--- src/design/lrucbp_pkg.sv ---
package lrucbp_pkg;

	localparam int DEF_ENTRIES   = 16;
	localparam int DEF_PIN_SLOTS = 16;
	localparam int DEF_KEY_BITS  = 32;

	localparam int KEY_W     = 32;
	localparam int BYTES_W   = 32;
	localparam int REG_W     = 32;
	localparam int CNT_W     = 5;
	localparam int TOTAL_W   = 36;
	localparam int PCNT_W    = 8;
	localparam int CFG_IDX_W = 1;
	localparam int S_DATA_W  = 72;
	localparam int M_DATA_W  = 56;

	localparam logic [PCNT_W-1:0] PIN_MAX = 8'd255;

	typedef enum logic [1:0] {
		CMD_ACCESS  = 2'd0,
		CMD_RELEASE = 2'd1,
		CMD_CLEAR   = 2'd2,
		CMD_TRIM    = 2'd3
	} cmd_t;

	localparam logic [CFG_IDX_W-1:0] REG_MAX_ENTRIES = 1'd0;
	localparam logic [CFG_IDX_W-1:0] REG_MAX_BYTES   = 1'd1;

endpackage

--- src/design/lrucbp_ram.sv ---
module lrucbp_ram #(
	parameter int WIDTH = 32,
	parameter int DEPTH = 16,
	parameter int AW    = (DEPTH > 1) ? $clog2(DEPTH) : 1
) (
	input  logic             clk,
	input  logic             we,
	input  logic [AW-1:0]    waddr,
	input  logic [WIDTH-1:0] wdata,
	input  logic [AW-1:0]    raddr,
	output logic [WIDTH-1:0] rdata
);

	logic [WIDTH-1:0] mem_q [DEPTH];

	always_ff @(posedge clk) begin
		if (we) begin
			mem_q[waddr] <= wdata;
		end
		rdata <= mem_q[raddr];
	end

endmodule

--- src/design/lru_cache_byte_budget_pinning_core.sv ---
// Flow: an accepted item runs a key and pin scan over SCAN = max(ENTRIES, PIN_SLOTS)
// table slots, then bookkeeping states (decide, insert, trim check, pin, done), plus a
// victim search over the same read pipeline for each eviction.
// Throughput: one item at a time; s_tready stays low until the result is issued, and a
// result waiting on m_tready holds the next item; the serial table scans through one read port set this.
// Reset: arst_n clears valid bits, pin counts, byte total, limits and handshakes.
module lru_cache_byte_budget_pinning_core import lrucbp_pkg::*; #(
	parameter int ENTRIES   = DEF_ENTRIES,
	parameter int PIN_SLOTS = DEF_PIN_SLOTS,
	parameter int KEY_BITS  = DEF_KEY_BITS
) (
	input  logic                 clk,
	input  logic                 arst_n,
	input  logic                 cfg_we,
	input  logic [CFG_IDX_W-1:0] cfg_index,
	input  logic [REG_W-1:0]     cfg_wdata,
	input  logic                 s_tvalid,
	output logic                 s_tready,
	input  logic [S_DATA_W-1:0]  s_tdata,   // key[31:0], entry_bytes[63:32], pin[64]
	input  logic [1:0]           s_tuser,   // command[1:0]
	output logic                 m_tvalid,
	input  logic                 m_tready,
	output logic [M_DATA_W-1:0]  m_tdata    // decode_miss[0], stored[1], pinned[2],
	                                        // evicted_count[7:3], entry_count[12:8],
	                                        // bytes_total[48:13], pin_overflow[49]
);

	localparam int EW     = $clog2(ENTRIES);
	localparam int PW     = (PIN_SLOTS > 1) ? $clog2(PIN_SLOTS) : 1;
	localparam int SCAN_N = (ENTRIES > PIN_SLOTS) ? ENTRIES : PIN_SLOTS;
	localparam int SW     = $clog2(SCAN_N + 1);
	localparam int CW     = $clog2(ENTRIES + 1);
	localparam int KB     = (KEY_BITS < KEY_W) ? KEY_BITS : KEY_W;

	typedef enum logic [2:0] {
		ST_IDLE, ST_SCAN, ST_DECIDE, ST_FIND, ST_INSERT, ST_TRIMCHK, ST_PIN, ST_DONE
	} state_t;

	state_t state_q;

	logic [REG_W-1:0]   max_entries_q, max_bytes_q;
	logic               valid_q  [ENTRIES];
	logic               pinf_q   [ENTRIES];
	logic [EW-1:0]      rank_q   [ENTRIES];
	logic [PCNT_W-1:0]  pcnt_q   [PIN_SLOTS];
	logic [CW-1:0]      cnt_q;
	logic [TOTAL_W-1:0] tot_q;

	cmd_t               cmd_q;
	logic [KB-1:0]      k_q;
	logic [BYTES_W-1:0] sz_q;
	logic               want_q;

	logic [SW-1:0]      sc_q, idx_s1;
	logic               v_s1;

	logic               hit_q, free_q, ph_q, pfree_q, best_v_q, find_full_q, ins_live_q;
	logic [EW-1:0]      hit_e_q, free_e_q, best_e_q, best_rank_q, ins_slot_q;
	logic [PW-1:0]      ph_idx_q, pfree_idx_q;
	logic [PCNT_W-1:0]  ph_cnt_q;
	logic [BYTES_W-1:0] best_size_q;
	logic [CW-1:0]      ev_q;
	logic               dec_q, sto_q, pnd_q, ovf_q;
	logic               m_tvalid_q;
	logic [M_DATA_W-1:0] m_tdata_q;

	logic [KB+BYTES_W-1:0] e_rdata;
	logic [KB-1:0]         p_rdata;
	logic                  e_we, p_we;
	logic [EW-1:0]         scan_e;
	logic [PW-1:0]         scan_p;
	logic [KB-1:0]         e_key;
	logic [BYTES_W-1:0]    e_size;
	logic                  in_ent, in_pin, scan_end;
	logic                  disabled, exceeded, fits, present;
	logic [EW-1:0]         pin_e;

	lrucbp_ram #(.WIDTH(KB + BYTES_W), .DEPTH(ENTRIES)) u_entry_ram (
		.clk   (clk),
		.we    (e_we),
		.waddr (ins_slot_q),
		.wdata ({sz_q, k_q}),
		.raddr (sc_q[EW-1:0]),
		.rdata (e_rdata)
	);

	lrucbp_ram #(.WIDTH(KB), .DEPTH(PIN_SLOTS)) u_pin_ram (
		.clk   (clk),
		.we    (p_we),
		.waddr (pfree_idx_q),
		.wdata (k_q),
		.raddr (sc_q[PW-1:0]),
		.rdata (p_rdata)
	);

	assign scan_e   = idx_s1[EW-1:0];
	assign scan_p   = idx_s1[PW-1:0];
	assign e_key    = e_rdata[KB-1:0];
	assign e_size   = e_rdata[KB+BYTES_W-1:KB];
	assign in_ent   = v_s1 && (idx_s1 < SW'(ENTRIES));
	assign in_pin   = v_s1 && (idx_s1 < SW'(PIN_SLOTS));
	assign scan_end = (sc_q == SW'(SCAN_N)) && !v_s1;

	assign disabled = (max_entries_q == '0) && (max_bytes_q == '0);
	assign exceeded = disabled
		|| ((max_entries_q != '0) && (REG_W'(cnt_q) > max_entries_q))
		|| ((max_bytes_q != '0) && (tot_q > TOTAL_W'(max_bytes_q)));
	assign fits     = !((max_bytes_q != '0) && (sz_q > max_bytes_q));
	assign present  = hit_q || ins_live_q;
	assign pin_e    = hit_q ? hit_e_q : ins_slot_q;

	assign e_we = (state_q == ST_INSERT);
	assign p_we = (state_q == ST_PIN) && want_q && present && !ph_q && pfree_q;

	assign s_tready = (state_q == ST_IDLE);
	assign m_tvalid = m_tvalid_q;
	assign m_tdata  = m_tdata_q;

	always_ff @(posedge clk or negedge arst_n) begin
		if (!arst_n) begin
			state_q       <= ST_IDLE;
			max_entries_q <= '0;
			max_bytes_q   <= '0;
			cnt_q         <= '0;
			tot_q         <= '0;
			m_tvalid_q    <= 1'b0;
			v_s1          <= 1'b0;
			for (int i = 0; i < ENTRIES; i++) begin
				valid_q[i] <= 1'b0;
				pinf_q[i]  <= 1'b0;
			end
			for (int i = 0; i < PIN_SLOTS; i++) begin
				pcnt_q[i] <= '0;
			end
		end else begin
			if (cfg_we) begin
				unique case (cfg_index)
					REG_MAX_ENTRIES: max_entries_q <= cfg_wdata;
					REG_MAX_BYTES:   max_bytes_q   <= cfg_wdata;
					default: ;
				endcase
			end
			// ST_DONE drives the valid flag itself
			if (m_tvalid_q && m_tready && state_q != ST_DONE) begin
				m_tvalid_q <= 1'b0;
			end

			// read pipeline shared by the key scan and the victim search
			if (state_q == ST_SCAN || state_q == ST_FIND) begin
				v_s1   <= (sc_q != SW'(SCAN_N));
				idx_s1 <= sc_q;
				if (sc_q != SW'(SCAN_N)) begin
					sc_q <= sc_q + SW'(1);
				end
			end else begin
				v_s1 <= 1'b0;
				sc_q <= '0;
			end

			unique case (state_q)
				ST_IDLE: begin
					if (s_tvalid) begin
						cmd_q      <= cmd_t'(s_tuser);
						k_q        <= s_tdata[KB-1:0];
						sz_q       <= s_tdata[KEY_W+BYTES_W-1:KEY_W];
						want_q     <= s_tdata[KEY_W+BYTES_W];
						hit_q      <= 1'b0;
						free_q     <= 1'b0;
						ph_q       <= 1'b0;
						pfree_q    <= 1'b0;
						ins_live_q <= 1'b0;
						ev_q       <= '0;
						dec_q      <= 1'b0;
						sto_q      <= 1'b0;
						pnd_q      <= 1'b0;
						ovf_q      <= 1'b0;
						state_q    <= ST_SCAN;
					end
				end
				ST_SCAN: begin
					if (in_ent) begin
						if (valid_q[scan_e] && e_key == k_q) begin
							hit_q   <= 1'b1;
							hit_e_q <= scan_e;
						end
						if (!valid_q[scan_e] && !free_q) begin
							free_q   <= 1'b1;
							free_e_q <= scan_e;
						end
					end
					if (in_pin) begin
						if (pcnt_q[scan_p] != '0 && p_rdata == k_q) begin
							ph_q     <= 1'b1;
							ph_idx_q <= scan_p;
							ph_cnt_q <= pcnt_q[scan_p];
						end
						if (pcnt_q[scan_p] == '0 && !pfree_q) begin
							pfree_q     <= 1'b1;
							pfree_idx_q <= scan_p;
						end
					end
					if (scan_end) begin
						state_q <= ST_DECIDE;
					end
				end
				ST_DECIDE: begin
					best_v_q    <= 1'b0;
					find_full_q <= 1'b0;
					unique case (cmd_q)
						CMD_ACCESS: begin
							if (hit_q) begin
								for (int i = 0; i < ENTRIES; i++) begin
									if (valid_q[i] && rank_q[i] < rank_q[hit_e_q]) begin
										rank_q[i] <= rank_q[i] + EW'(1);
									end
								end
								rank_q[hit_e_q] <= '0;
								state_q <= ST_PIN;
							end else begin
								dec_q <= 1'b1;
								if (!disabled && fits) begin
									if (cnt_q == CW'(ENTRIES)) begin
										find_full_q <= 1'b1;
										state_q     <= ST_FIND;
									end else begin
										ins_slot_q <= free_e_q;
										state_q    <= ST_INSERT;
									end
								end else begin
									state_q <= ST_PIN;
								end
							end
						end
						CMD_RELEASE: begin
							if (ph_q) begin
								pcnt_q[ph_idx_q] <= ph_cnt_q - PCNT_W'(1);
								if (ph_cnt_q == PCNT_W'(1) && hit_q) begin
									pinf_q[hit_e_q] <= 1'b0;
								end
								state_q <= ST_TRIMCHK;
							end else begin
								state_q <= ST_DONE;
							end
						end
						CMD_CLEAR: begin
							for (int i = 0; i < ENTRIES; i++) begin
								valid_q[i] <= 1'b0;
							end
							cnt_q   <= '0;
							tot_q   <= '0;
							state_q <= ST_DONE;
						end
						CMD_TRIM: state_q <= ST_TRIMCHK;
						default: state_q <= ST_DONE;
					endcase
				end
				ST_FIND: begin
					// oldest unpinned entry: highest rank among valid, unpinned
					if (in_ent && valid_q[scan_e] && !pinf_q[scan_e]
							&& (!best_v_q || rank_q[scan_e] > best_rank_q)) begin
						best_v_q    <= 1'b1;
						best_e_q    <= scan_e;
						best_rank_q <= rank_q[scan_e];
						best_size_q <= e_size;
					end
					if (scan_end) begin
						if (best_v_q) begin
							for (int i = 0; i < ENTRIES; i++) begin
								if (valid_q[i] && rank_q[i] > best_rank_q) begin
									rank_q[i] <= rank_q[i] - EW'(1);
								end
							end
							valid_q[best_e_q] <= 1'b0;
							tot_q <= tot_q - TOTAL_W'(best_size_q);
							cnt_q <= cnt_q - CW'(1);
							ev_q  <= ev_q + CW'(1);
							if (ins_live_q && best_e_q == ins_slot_q) begin
								ins_live_q <= 1'b0;
							end
							if (find_full_q) begin
								ins_slot_q <= best_e_q;
								state_q    <= ST_INSERT;
							end else begin
								state_q <= ST_TRIMCHK;
							end
						end else begin
							state_q <= (cmd_q == CMD_ACCESS) ? ST_PIN : ST_DONE;
						end
						best_v_q    <= 1'b0;
						find_full_q <= 1'b0;
					end
				end
				ST_INSERT: begin
					for (int i = 0; i < ENTRIES; i++) begin
						if (valid_q[i]) begin
							rank_q[i] <= rank_q[i] + EW'(1);
						end
					end
					rank_q[ins_slot_q]  <= '0;
					valid_q[ins_slot_q] <= 1'b1;
					pinf_q[ins_slot_q]  <= ph_q;
					tot_q      <= tot_q + TOTAL_W'(sz_q);
					cnt_q      <= cnt_q + CW'(1);
					ins_live_q <= 1'b1;
					state_q    <= ST_TRIMCHK;
				end
				ST_TRIMCHK: begin
					if (cnt_q != '0 && exceeded) begin
						state_q <= ST_FIND;
					end else begin
						state_q <= (cmd_q == CMD_ACCESS) ? ST_PIN : ST_DONE;
					end
				end
				ST_PIN: begin
					sto_q <= !hit_q && ins_live_q;
					if (want_q && present) begin
						if (ph_q) begin
							if (ph_cnt_q == PIN_MAX) begin
								ovf_q <= 1'b1;
							end else begin
								pcnt_q[ph_idx_q] <= ph_cnt_q + PCNT_W'(1);
								pinf_q[pin_e]    <= 1'b1;
								pnd_q            <= 1'b1;
							end
						end else if (pfree_q) begin
							pcnt_q[pfree_idx_q] <= PCNT_W'(1);
							pinf_q[pin_e]       <= 1'b1;
							pnd_q               <= 1'b1;
						end else begin
							ovf_q <= 1'b1;
						end
					end
					state_q <= ST_DONE;
				end
				ST_DONE: begin
					if (!m_tvalid_q || m_tready) begin
						m_tvalid_q <= 1'b1;
						m_tdata_q  <= M_DATA_W'({ovf_q, tot_q, CNT_W'(cnt_q), CNT_W'(ev_q),
							pnd_q, sto_q, dec_q});
						state_q    <= ST_IDLE;
					end
				end
				default: state_q <= ST_IDLE;
			endcase
		end
	end

endmodule

--- config.mk ---
export PLATFORM = sky130hd
export DESIGN_NAME = lru_cache_byte_budget_pinning_core
export DESIGN_NICKNAME = d
export VERILOG_FILES = /design/src/design/lrucbp_pkg.sv /design/src/design/lrucbp_ram.sv /design/src/design/lru_cache_byte_budget_pinning_core.sv
export SDC_FILE = /design/constraint.sdc
export NUM_CORES = 2
export LEC_CHECK = 0
export BUFFER_PORTS_ARGS = -buffer_cell sky130_fd_sc_hd__buf_2
export CAP_MARGIN = 10
export CORE_ASPECT_RATIO = 1.5
export CORE_UTILIZATION = 60
export CTS_CLUSTER_DIAMETER = 50
export DETAILED_ROUTE_END_ITERATION = 6
export PLACE_DENSITY = 0.75
export SLEW_MARGIN = 20
export SYNTH_ARGS = -nofsm -noshare
export SYNTH_HDL_FRONTEND = slang
export SYNTH_SLANG_ARGS = --single-unit
--- constraint.sdc ---
create_clock -name clk -period 6.2 [get_ports clk]
set_input_delay 0.62 -clock clk [delete_from_list [all_inputs] [get_ports clk]]
set_output_delay 0.62 -clock clk [all_outputs]
set_load 0.02 [all_outputs]
==> metrics.yaml <==
route:
  drt_iter0_drc: 5110
  first_pass_iters: 7
  ant_nets: 0
  drc: 0
  wl_um: 224200
  viasPerCell: 6.480
  vias: 51060
  wire_per_inst_um: 28.45
flow_run:
  max-cap-violations: 0
worst_setup_path:
  crit_fanout: 7
  timing.rr.start: "best_size_q[0]"
  cp-start-kind: "flop"
  critPathKind: "flop to flop"
  crit_end: "tot_q[27]"
  arrival_ns: 5.71
  path_cells: "inv_1, ha_1, nor3b_1, nor2b_1, nand3_1, nor4_1, xor2_1, a21oi_1, ha_1, and4_1, a221oi_1, a21boi_0, o21a_1, or3_1, a32o_1"
  cpPeakStageDelay_ns: 0.64
  r2r_slack_ns: 1.23
  end_kind: "flop"
  critical_path.slowest_cell: "nor2b_1"
  worst-path-buf-inv: 1
  cpLargestDelayFamily: "simple AND/OR/NAND/NOR gates"
  crit_path_start: "best_size_q[0]"
  worstRegToRegCells: 15
  crit_required_ns: 6.94
  cp_num_cells: 15
  crit_top_cell: "ha_1"
  worstReg2RegEnd: "tot_q[27]"
timing:
  timing.final.crit_share: 0.8014
  skew_ns: 0.06162
  setup-violations-final: 0
  max_freq_mhz: 201.3
  worst_pin_slew_ns: 1.230
  fin_crit_ns: 4.969
  setup-tns-final_ns: 0
  drv_slew: 0
  maxSlewHeadroom: 0.1798
  finalHoldViolCount: 0
  rsz0062_at_grt: "no"
layout:
  final_nets: 6054
  drive_above_1_share: 0.2263
  area_delta_synth_final_pct: 12.71
  multi_input_area_um2: 28170
  seqCellArea_um2: 62580
  final_cell_mix: "1747 x edfxtp_1, 570 x mux4_2, 270 x dfrtp_1"
  fill_cells: 9666
  final_common_cell: "edfxtp_1"
  fin_area_um2: 103700
synth:
  netlist_area_um2: 91970
  synth_flop_cell: "edfxtp_1"
  synth_top_area_share: 0.5704
  syn_avg_cell_area_um2: 17.34
  async_reset_ff_frac: 0.1236
  ys.warnings.count: 0
  netlist_instances: 5303
  synth-edff-count: 1747
  ys_ff_latch: 2185
  synth.largest_area_cell: "edfxtp_1"
  ys_types: 88
  synthTopCellsByArea: "edfxtp_1 57%, mux4_2 14%, dfrtp_1 7.3%, dfxtp_1 3.7%, ha_1 3.6%"
  seq_area_frac_synth: 0.6805
floorplanning:
  ioPinCount: 170
  die-area_um2: 154900
  core-area_um2: 152000
  rows: 175
  die_h_um: 481.5
  start_util: 0.6052
  die_w_um: 321.7
hold_path:
  hp-class: "primary input to flop"
clock_network:
  clock_path_buffers: 3
  clk_latency_ns: 0.86
  hold_buffers: 97
  cts.sinks: 2185
  htree_levels: 4
  cts_tree: "yes"
  cts_inserted_buffers: 196
  cts_resized: 0
  path_clk_slew_ns: 0.07
  cts_setup_buffers: 0
  root_buffer: "clkbuf_16"
pwr:
  pwr-share-comb: 0.134
  seq_power_share: 0.495
  vdd_drop_max_v: 0.0004307
  intPower_mw: 25.42
  switching_share: 0.2493
  clkPwrFrac: 0.370
  netSwitchingPower_mw: 8.442
  leakage_nw: 36.30
  p_per_area_nw_per_um2: 326.7
status:
  outcome: "finished, final reports clean"
global_routing:
  grt_pass1_wl_um: 332800
  grt_pass1_vias: 52860
  grt_max_degree: 159
  antenna_found_initial: 3
  overflow: 0
  grt_use_total: 0.2948
placed_design:
  dpl.hpwl_um: 130300
  gp_congestion: 0.8997
  placed_area_um2: 95900
  port_buffers: 156
## how the worst min path moves through the flow
stage                                     start              end  slack (ns)  depth (start not counted)
after floorplan                          arst_n         cnt_q[0]        0.32                          0
after global placement    u_entry_ram.rdata[56]  best_size_q[24]        0.39                          0
after detailed placement  u_entry_ram.rdata[45]  best_size_q[13]        0.39                          0
after CTS                           s_tdata[50]         sz_q[18]        0.02                          1
after global routing                s_tdata[50]         sz_q[18]        0.04                          1
final                               s_tdata[50]         sz_q[18]        0.09                          1
## cell usage after synthesis, types with 44 or more instances
library cell	instances
dfxtp_1	168
o21ai_0	177
dfrtp_1	270
xnor2_1	132
nand4_1	54
ha_1	262
nor2b_1	44
a21o_1	60
edfxtp_1	1747
a21oi_1	155
mux4_2	570
buf_1	58
inv_1	162
nor3_1	63
mux2_2	62
nand3_1	71
nor2_1	250
clkbuf_1	144
nand2_1	252
## per-stage QoR
stage | std cells | util | hold WS (ns) | worst slack, ns | power, mW
after floorplan | 5308 | - | 0.3244 | 1.232 | 20.24
after global placement | 7410 | 0.6311 | 0.3878 | 1.302 | 21.45
after CTS | 7877 | 0.6819 | 0.01734 | 1.222 | 34.03
after detailed placement | 7410 | 0.6311 | 0.3902 | 1.266 | 21.54
after global routing | 7879 | 0.6821 | 0.04244 | 0.9899 | 34.95
final | 7880 | 0.6821 | 0.08892 | 1.231 | 33.87
## flip-flops by register name, indices dropped and copies added (netlist names), 16 cells and up, named ones only
name	count
best_size_q	32
k_q	32
m_tdata	50
max_bytes_q	32
max_entries_q	32
pcnt_q	128
pinf_q	16
rank_q	64
sz_q	32
tot_q	36
u_entry_ram.mem_q	1024
u_entry_ram.rdata	64
u_pin_ram.mem_q	512
u_pin_ram.rdata	32
valid_q	16
## layer usage
metal | global-route usage | vias to the layer above | routed length [µm]
met3 | 0.04166 | 533 | 14900
met1 | 0.3607 | 26240 | 80940
met4 | 0.1403 | 2 | 11170
met2 | 0.5170 | 2399 | 117200
met5 | 0 | - | 11
li1 | - | 21890 | -
## kinds of logic after synthesis
| kind of cell | synth area share |
|---|---|
| flip-flops | 0.6805 |
| buffers and inverters | 0.01652 |
| AO/OA/AOI/OAI | 0.05147 |
| adder cells (fa/ha/maj) | 0.03760 |
| other | 0.00004078 |
| AND/OR/NAND/NOR | 0.04842 |
| XOR/XNOR | 0.01667 |
| multiplexers | 0.1488 |
## final cells by class
type                    count  share of cell area
well taps                2035             0.02456
repair buffers            391             0.02884
multi-input cells        2735              0.2718
clock buffers             254             0.05210
inverters                 162            0.005866
clock inverters           116             0.01305
diodes                      2          0.00004828
flip-flops and latches   2185              0.6037
## power groups by stage
stage               Clock [mW]  Sequential (mW)  Combinational (mW)
floorplan                    0             16.8                3.40
global placement             0             17.0                4.40
detailed placement           0             17.1                4.48
CTS                       12.7             16.8                4.57
global route              13.2             16.8                4.93
finish                    12.5             16.8                4.55
Power figures use the tool's default switching activity.
